--- src/icr_pkg.sv ---
package icr_pkg;

    localparam int MAX_ROWS = 32;
    localparam longint unsigned MAX_COLUMNS = 64'd65536;

    localparam int FIELD_W     = 64;
    localparam int ROW_COUNT_W = 6;
    localparam int MIN_RUN_W   = 17;
    localparam int POS_W       = 16;
    localparam int LEN_W       = POS_W + 1;
    localparam int CFG_INDEX_W = 8;
    localparam int CFG_DATA_W  = 17;

    localparam logic [7:0] GAP_BYTE = 8'h2D;

    // Last usable column index: the smaller of MAX_COLUMNS-1 and the index range
    localparam longint unsigned POS_MAX = (longint'(1) << POS_W) - 1;
    localparam logic [POS_W-1:0] POS_LIMIT =
        ((MAX_COLUMNS - 1) > POS_MAX) ? POS_W'(POS_MAX) : POS_W'(MAX_COLUMNS - 1);

    localparam logic [CFG_INDEX_W-1:0] CFG_ROW_COUNT = CFG_INDEX_W'(0);
    localparam logic [CFG_INDEX_W-1:0] CFG_MIN_RUN   = CFG_INDEX_W'(1);

    localparam int QUEUE_DEPTH = 2;
    localparam int QUEUE_AW    = (QUEUE_DEPTH > 1) ? $clog2(QUEUE_DEPTH) : 1;
    localparam int QUEUE_CW    = $clog2(QUEUE_DEPTH + 1);

    typedef struct packed {
        logic identical;
        logic last;
    } t_token;

    typedef struct packed {
        logic   valid;
        t_token token;
    } t_queue_head;

endpackage

--- src/icr_front.sv ---
module icr_front
    import icr_pkg::*;
(
    input  logic [FIELD_W-1:0]     i_rows_0_to_7,
    input  logic [FIELD_W-1:0]     i_rows_8_to_15,
    input  logic [FIELD_W-1:0]     i_rows_16_to_23,
    input  logic [FIELD_W-1:0]     i_rows_24_to_31,
    input  logic                   i_last_column,
    input  logic [ROW_COUNT_W-1:0] i_row_count,
    output t_token                 o_token
);

    logic [4*FIELD_W-1:0]   all_rows;
    logic [ROW_COUNT_W-1:0] eff_rows;
    logic [7:0]             first;
    logic                   match;

    assign all_rows = {i_rows_24_to_31, i_rows_16_to_23, i_rows_8_to_15, i_rows_0_to_7};
    assign first    = all_rows[7:0];

    // Clamp the row count into 1..MAX_ROWS
    always_comb begin
        if (i_row_count == '0) begin
            eff_rows = ROW_COUNT_W'(1);
        end else if (i_row_count > ROW_COUNT_W'(MAX_ROWS)) begin
            eff_rows = ROW_COUNT_W'(MAX_ROWS);
        end else begin
            eff_rows = i_row_count;
        end
    end

    // Compare every used row against row 0 in parallel; a gap in row 0 never matches
    always_comb begin
        match = (first != GAP_BYTE);
        for (int r = 1; r < MAX_ROWS; r++) begin
            if ((ROW_COUNT_W'(r) < eff_rows) && (all_rows[r*8 +: 8] != first)) begin
                match = 1'b0;
            end
        end
    end

    assign o_token.identical = match;
    assign o_token.last      = i_last_column;

endmodule

--- src/icr_queue.sv ---
module icr_queue
    import icr_pkg::*;
(
    input  logic        i_clk,
    input  logic        i_rst_n,
    input  logic        i_push,
    input  t_token      i_token,
    output logic        o_full,
    input  logic        i_pop,
    output t_queue_head o_head
);

    t_token                r_mem [QUEUE_DEPTH];
    logic [QUEUE_AW-1:0]   r_wr_ptr, n_wr_ptr;
    logic [QUEUE_AW-1:0]   r_rd_ptr, n_rd_ptr;
    logic [QUEUE_CW-1:0]   r_count,  n_count;

    function automatic logic [QUEUE_AW-1:0] ptr_inc(input logic [QUEUE_AW-1:0] p);
        ptr_inc = (p == QUEUE_AW'(QUEUE_DEPTH - 1)) ? '0 : p + QUEUE_AW'(1);
    endfunction

    assign o_full           = (r_count == QUEUE_CW'(QUEUE_DEPTH));
    assign o_head.valid     = (r_count != '0);
    assign o_head.token     = r_mem[r_rd_ptr];

    always_comb begin
        n_wr_ptr = i_push ? ptr_inc(r_wr_ptr) : r_wr_ptr;
        n_rd_ptr = i_pop  ? ptr_inc(r_rd_ptr) : r_rd_ptr;
        n_count  = r_count + QUEUE_CW'(i_push) - QUEUE_CW'(i_pop);
    end

    always_ff @(posedge i_clk) begin
        if (!i_rst_n) begin
            r_wr_ptr <= '0;
            r_rd_ptr <= '0;
            r_count  <= '0;
        end else begin
            r_wr_ptr <= n_wr_ptr;
            r_rd_ptr <= n_rd_ptr;
            r_count  <= n_count;
        end
    end

    always_ff @(posedge i_clk) begin
        if (i_push) begin
            r_mem[r_wr_ptr] <= i_token;
        end
    end

endmodule

--- src/icr_back.sv ---
module icr_back
    import icr_pkg::*;
(
    input  logic                 i_clk,
    input  logic                 i_rst_n,
    input  t_queue_head          i_head,
    output logic                 o_pop,
    input  logic [MIN_RUN_W-1:0] i_min_run,
    output logic                 o_out_valid,
    input  logic                 i_out_ready,
    output logic [POS_W-1:0]     o_group_start,
    output logic [POS_W-1:0]     o_group_stop
);

    logic             r_in_run,    n_in_run;
    logic [POS_W-1:0] r_run_begin, n_run_begin;
    logic [POS_W-1:0] r_run_end,   n_run_end;
    logic [POS_W-1:0] r_pos,       n_pos;
    logic             r_out_valid;
    logic [POS_W-1:0] r_group_start;
    logic [POS_W-1:0] r_group_stop;

    logic             ident;
    logic             last;
    logic             close_now;
    logic [LEN_W-1:0] run_len;
    logic             emit;

    assign ident = i_head.token.identical;
    assign last  = i_head.token.last;

    // Advance only when the output register can take a result
    assign o_pop = i_head.valid && (!r_out_valid || i_out_ready);

    always_comb begin
        if (ident) begin
            n_run_begin = r_in_run ? r_run_begin : r_pos;
            n_run_end   = r_pos;
        end else begin
            n_run_begin = r_run_begin;
            n_run_end   = r_run_end;
        end
        close_now = (r_in_run && !ident) || (last && (r_in_run || ident));
        run_len   = {1'b0, n_run_end} - {1'b0, n_run_begin} + LEN_W'(1);
        emit      = o_pop && close_now && (run_len >= i_min_run);
        n_in_run  = ident && !last;
        if (last) begin
            n_pos = '0;
        end else if (r_pos < POS_LIMIT) begin
            n_pos = r_pos + POS_W'(1);
        end else begin
            n_pos = r_pos;
        end
    end

    always_ff @(posedge i_clk) begin
        if (!i_rst_n) begin
            r_in_run    <= 1'b0;
            r_run_begin <= '0;
            r_run_end   <= '0;
            r_pos       <= '0;
            r_out_valid <= 1'b0;
        end else begin
            if (o_pop) begin
                r_in_run    <= n_in_run;
                r_run_begin <= n_run_begin;
                r_run_end   <= n_run_end;
                r_pos       <= n_pos;
            end
            if (emit) begin
                r_out_valid <= 1'b1;
            end else if (i_out_ready) begin
                r_out_valid <= 1'b0;
            end
        end
    end

    always_ff @(posedge i_clk) begin
        if (emit) begin
            r_group_start <= n_run_begin;
            r_group_stop  <= n_run_end;
        end
    end

    assign o_out_valid   = r_out_valid;
    assign o_group_start = r_group_start;
    assign o_group_stop  = r_group_stop;

endmodule

--- src/identical_column_run_finder_unit.sv ---
// Identical column run finder.
// Input channel (i_in_valid / o_in_ready): one beat is one alignment column,
//   32 row bytes over four 64-bit fields plus the last-column flag.
// Output channel (o_out_valid / i_out_ready): one beat is one reported run,
//   group_start and group_stop column indices.
// Config channel (i_cfg_valid / o_cfg_ready, always ready): index 0 sets
//   row_count, index 1 sets min_run; other indices are dropped. Write only
//   while the block is idle.
// Throughput: one column per cycle while the back is not held. The front
//   compares all rows of a column combinationally and pushes a classification
//   token into a two-entry queue; the back, when not held, pops one token per
//   cycle into the run tracker. A token is registered in the queue; the run it
//   closes is registered in the output register as that token is popped.
// Stall: while a result waits in the output register the back holds; the queue
//   fills in two beats and then o_in_ready drops until the result is taken.
// Reset (synchronous, active low): empties the queue and output register,
//   closes any open run, sets the column index to zero, row_count and min_run
//   to one. No clearing pass is needed.
module identical_column_run_finder_unit
    import icr_pkg::*;
(
    input  logic                   i_clk,
    input  logic                   i_rst_n,
    input  logic                   i_in_valid,
    output logic                   o_in_ready,
    input  logic [FIELD_W-1:0]     i_rows_0_to_7,
    input  logic [FIELD_W-1:0]     i_rows_8_to_15,
    input  logic [FIELD_W-1:0]     i_rows_16_to_23,
    input  logic [FIELD_W-1:0]     i_rows_24_to_31,
    input  logic                   i_last_column,
    output logic                   o_out_valid,
    input  logic                   i_out_ready,
    output logic [POS_W-1:0]       o_group_start,
    output logic [POS_W-1:0]       o_group_stop,
    input  logic                   i_cfg_valid,
    output logic                   o_cfg_ready,
    input  logic [CFG_INDEX_W-1:0] i_cfg_index,
    input  logic [CFG_DATA_W-1:0]  i_cfg_data
);

    logic [ROW_COUNT_W-1:0] r_row_count;
    logic [MIN_RUN_W-1:0]   r_min_run;

    t_token      front_token;
    logic        queue_full;
    logic        push;
    logic        pop;
    t_queue_head head;

    // Config registers: always ready, drop writes to unknown indices
    assign o_cfg_ready = 1'b1;

    always_ff @(posedge i_clk) begin
        if (!i_rst_n) begin
            r_row_count <= ROW_COUNT_W'(1);
            r_min_run   <= MIN_RUN_W'(1);
        end else if (i_cfg_valid) begin
            case (i_cfg_index)
                CFG_ROW_COUNT: r_row_count <= i_cfg_data[ROW_COUNT_W-1:0];
                CFG_MIN_RUN:   r_min_run   <= i_cfg_data[MIN_RUN_W-1:0];
                default: begin
                end
            endcase
        end
    end

    // Front: classify the column in the cycle it arrives
    icr_front u_front (
        .i_rows_0_to_7   (i_rows_0_to_7),
        .i_rows_8_to_15  (i_rows_8_to_15),
        .i_rows_16_to_23 (i_rows_16_to_23),
        .i_rows_24_to_31 (i_rows_24_to_31),
        .i_last_column   (i_last_column),
        .i_row_count     (r_row_count),
        .o_token         (front_token)
    );

    // Accept a beat whenever the queue has room
    assign o_in_ready = !queue_full;
    assign push       = i_in_valid && o_in_ready;

    icr_queue u_queue (
        .i_clk   (i_clk),
        .i_rst_n (i_rst_n),
        .i_push  (push),
        .i_token (front_token),
        .o_full  (queue_full),
        .i_pop   (pop),
        .o_head  (head)
    );

    // Back: run tracker and output register
    icr_back u_back (
        .i_clk         (i_clk),
        .i_rst_n       (i_rst_n),
        .i_head        (head),
        .o_pop         (pop),
        .i_min_run     (r_min_run),
        .o_out_valid   (o_out_valid),
        .i_out_ready   (i_out_ready),
        .o_group_start (o_group_start),
        .o_group_stop  (o_group_stop)
    );

endmodule

--- config.mk ---
export PLATFORM = sky130hd
export DESIGN_NAME = identical_column_run_finder_unit
export DESIGN_NICKNAME = d
export VERILOG_FILES = /design/src/icr_pkg.sv /design/src/icr_front.sv /design/src/icr_queue.sv /design/src/icr_back.sv /design/src/identical_column_run_finder_unit.sv
export SDC_FILE = /design/constraint.sdc
export NUM_CORES = 1
export LEC_CHECK = 0
export ABC_AREA = 0
export BUFFER_PORTS_ARGS = -buffer_cell sky130_fd_sc_hd__buf_4
export CORE_MARGIN = 2
export CORE_UTILIZATION = 35
export CTS_CLUSTER_SIZE = 12
export DETAILED_ROUTE_END_ITERATION = 7
export GPL_TIMING_DRIVEN = 1
export PLACE_DENSITY = 0.7
export SETUP_SLACK_MARGIN = 0.15
export SYNTH_ARGS = -nofsm -noshare
export SYNTH_HDL_FRONTEND = slang
export SYNTH_SLANG_ARGS = --single-unit
export TNS_END_PERCENT = 50
--- constraint.sdc ---
create_clock -name i_clk -period 19.9 [get_ports i_clk]
set_input_delay 1.99 -clock i_clk [delete_from_list [all_inputs] [get_ports i_clk]]
set_output_delay 1.99 -clock i_clk [all_outputs]
set_load 0.005 [all_outputs]
==> flow_summary_export.csv <==
group,metric,value,unit
logic_synthesis,synth_edf_count,36,
power,power_leakage,0.00554,uW
power,ir_drop,0.0823,mV
critical_path,cp-end-kind,"register",
routing,routed_via_density,5.01,
clock_tree,cts-htree-levels,4,
logic_synthesis,ys_warn_count,0,
logic_synthesis,synth_top_flop_cell,"dfxtp_1",
logic_synthesis,syn_area,9230,um^2
job,maxCapViolCount,0,
critical_path,critPathArrivalTime,5540,ps
sta,worstMarginPinSlew,1180,ps
sta,whs,461,ps
place,place_congestion,0.878,
clock_tree,cts_buffers,17,
sta,max-slew-margin-rel,21.0,%
sta,finalSetupViolCount,0,
clock_tree,ctsRootBufferMaster,"clkbuf_16",
floorplan,row_count,59,
routing,ant_nets,0,
clock_tree,postCtsResizedCells,0,
routing,wire_per_inst,18.3,um
layout,final_cells,1636,
logic_synthesis,synth_cell_types,62,
grt,grt.total_usage,21.4,%
run_status,status,"complete, no violations",
logic_synthesis,synth.ff_latch_count,114,
critical_path,max_stage_delay,460,ps
sta,min_period,5490,ps
power,switching_power,391,uW
logic_synthesis,synth_most_common_cell,"xor2_1",
layout,antenna_cells,0,
power,pwr-share-comb,43.7,%
grt,antenna_found_initial,0,
place,place_inst,1604,
routing,drc,0,
logic_synthesis,yosys.area.top_type,"xor2_1",
critical_path,crit_family,"compound AO/OA/AOI/OAI gates",
critical_path,crit_fanout,33,
routing,vias,8203,
floorplan,fp.dieW,166,um
logic_synthesis,netlist.area_leader.share,18.8,%
logic_synthesis,netlist_instances,1005,
clock_tree,clk_pin_slew,50,ps
logic_synthesis,async_reset_ff_share,0,%
floorplan,core_area,26000,um^2
power,power,1150,uW
logic_synthesis,postSynthAreaPerCell,9.19,um^2
logic_synthesis,synth.area.top_cells,"xor2_1 (19%), dfxtp_1 (17%), edfxtp_1 (12%)",
clock_tree,cts_sinks,114,
sta,post-route-period-util,27.6,%
grt,overflow,0,
logic_synthesis,yosys-top-cells-count,"xor2_1 (198), nand2_1 (83), dfxtp_1 (78), xnor2_1 (78), ha_1 (51)",
layout,nNetsFinal,1627,
logic_synthesis,syn_nets,1344,
critical_path,worstPathRequired,19950,ps
clock_tree,cts_max_path_buffers,2,
clock_tree,postCtsHoldBufs,0,
critical_path,path_class,"register to register",
hold_path,hold_path_class,"register to register",
floorplan,ios,322,
power,p_per_area,93.9,nW/um^2
floorplan,die_h,166,um
hold_path,hold_start,"u_back.r_run_end[8]$_SDFFE_PN0P_",
grt,grt_pass1_wl,46.5,mm
power,pwr-share-clk,26.9,%
floorplan,design.die.area,27700,um^2
routing,drt_iter0_drc,487,
clock_tree,post-cts-setup-buffers,0,
critical_path,critPathSlowestCell,"buf_4",
power,p_int,763,uW
sta,fin_setup_tns,0,ps
clock_tree,clk_latency,410,ps
place,dp.final_hpwl,23.7,mm
critical_path,crit_buf_inv,3,
sta,fmax,182,MHz
routing,first_pass_iters,6,
sta,drv_slew,0,
power,switching_share,33.9,%
layout,post-route-util,47.3,%
sta,fin_skew,7.27,ps
grt,grt_max_degree,64,
power,p_seq_share,29.5,%
routing,wl,30.0,mm
layout,area_delta_synth_final,33.2,%
critical_path,path_cells,"mux2i_2, buf_4, nor2_1, buf_4, mux2i_1, ha_1, ha_1, a21o_1, a21oi_1, o21ai_0, a31oi_1, o21ai_0, a31oi_1, xnor2_1, ha_1, o21a_1, o21ai_0, nor3_1, nand3_1, o41ai_2, buf_4",
grt,grt_pass1_vias,8461,
place,port-buffer-count,320,
clock_tree,cts_tree,"yes",
sta,timing.final.hold_violations,0,
critical_path,start_kind,"register",
layout,drive_above_1_share,29.2,%
logic_synthesis,ys_seq_area_share,28.6,%
sta,rsz0062_at_grt,"no",
floorplan,initial_core_util,35.5,%
-- worst reg2reg max path, cell delays in order (launching register included) --
cell and delay (ps):
dfxtp_1 370, mux2i_2 210, buf_4 310, nor2_1 100, buf_4 240, mux2i_1 270, ha_1 320, ha_1 300
a21o_1 160, a21oi_1 280, o21ai_0 140, a31oi_1 340, o21ai_0 240, a31oi_1 250, xnor2_1 100, ha_1 270
o21a_1 90, o21ai_0 90, nor3_1 220, nand3_1 120, o41ai_2 230, buf_4 460
-- layout by cell type, fill, tap and decap left out, types with 6 or more instances in the layout --
cell and count:
a21boi_0 18, inv_1 45, xor2_1 198, mux2_2 15, nand4_1 29, or3_1 6
dfxtp_1 78, a21o_1 10, and2_1 7, nand3_1 8, nor3_1 9, ha_1 51
nor2_1 32, clkbuf_16 17, nand2_1 83, nor4_1 46, edfxtp_1 36, o21ai_0 20
mux2i_1 39, o211a_1 16, nand2b_1 6, a21oi_1 23, nor2b_1 26, xnor2_1 78
o22ai_1 7, buf_4 324
-- through the flow --
stage | cell area [um^2] | setup slack (ps)
after floorplan | 9230 | 11950
after global placement | 11700 | 14590
after detailed placement | 11700 | 14430
after CTS | 12300 | 14400
after global routing | 12300 | 13920
final | 12300 | 14410
-- final timing paths --
check,slack (ps),to,cells after the start
setup reg to reg,14410,u_back.o_group_stop[8]$_DFFE_PP_,21
setup / recovery,14410,u_back.o_group_stop[8]$_DFFE_PP_,21
hold / removal,460,u_back.r_run_end[8]$_SDFFE_PN0P_,2
hold reg to reg,460,u_back.r_run_end[8]$_SDFFE_PN0P_,2
-- flip-flops by register name, summed over array words and instances (netlist names), named ones only --
| name | flops |
|---|---|
| u_back.o_out_valid | 1 |
| u_back.r_run_begin | 16 |
| r_min_run | 17 |
| u_queue.r_count | 2 |
| u_queue.r_mem | 4 |
| u_back.o_group_start | 16 |
| u_back.r_run_end | 16 |
| u_queue.r_wr_ptr | 1 |
| u_queue.r_rd_ptr | 1 |
| u_back.r_pos | 16 |
| r_row_count | 6 |
| u_back.o_group_stop | 16 |
| u_back.r_in_run | 1 |
-- per-layer routing --
layer  track usage (%)  vias to the layer above  share of wire, %
met5                 0                        -                 0
met4              7.50                        0               3.2
met3              4.44                       46               5.6
met2              39.2                      283                52
met1              24.5                     3833                39
li1                  -                     4041                 -
-- layout make-up --
| cell class | instances | area (um^2) |
|---|---|---|
| Fill cell | 2482 | 13700 |
| Multi-Input combinational cell | 785 | 6030 |
| Sequential cell | 114 | 2640 |
| Timing Repair Buffer | 324 | 2430 |
| Clock buffer | 20 | 437 |
| Tap cell | 335 | 419 |
| Inverter | 46 | 173 |
| Clock inverter | 12 | 165 |
-- power groups by stage --
stage	sequential [uW]	clock (uW)	combinational (uW)
after floorplan	349	0	318
after CTS	341	315	509
final	340	310	504
after detailed placement	344	0	504
after global placement	343	0	495
after global routing	347	327	565
-- kinds of logic after synthesis --
group / synth area share [%]
DFF: 28.6
xor gates and xnor gates: 26.2
buffers and inverters: 6.32
adders and majority gates: 7.13
other: 0.0406
AOI/OAI and AO/OA: 10.0
muxes: 6.17
and+or+nand+nor: 15.5
Power figures use the tool's default switching activity.
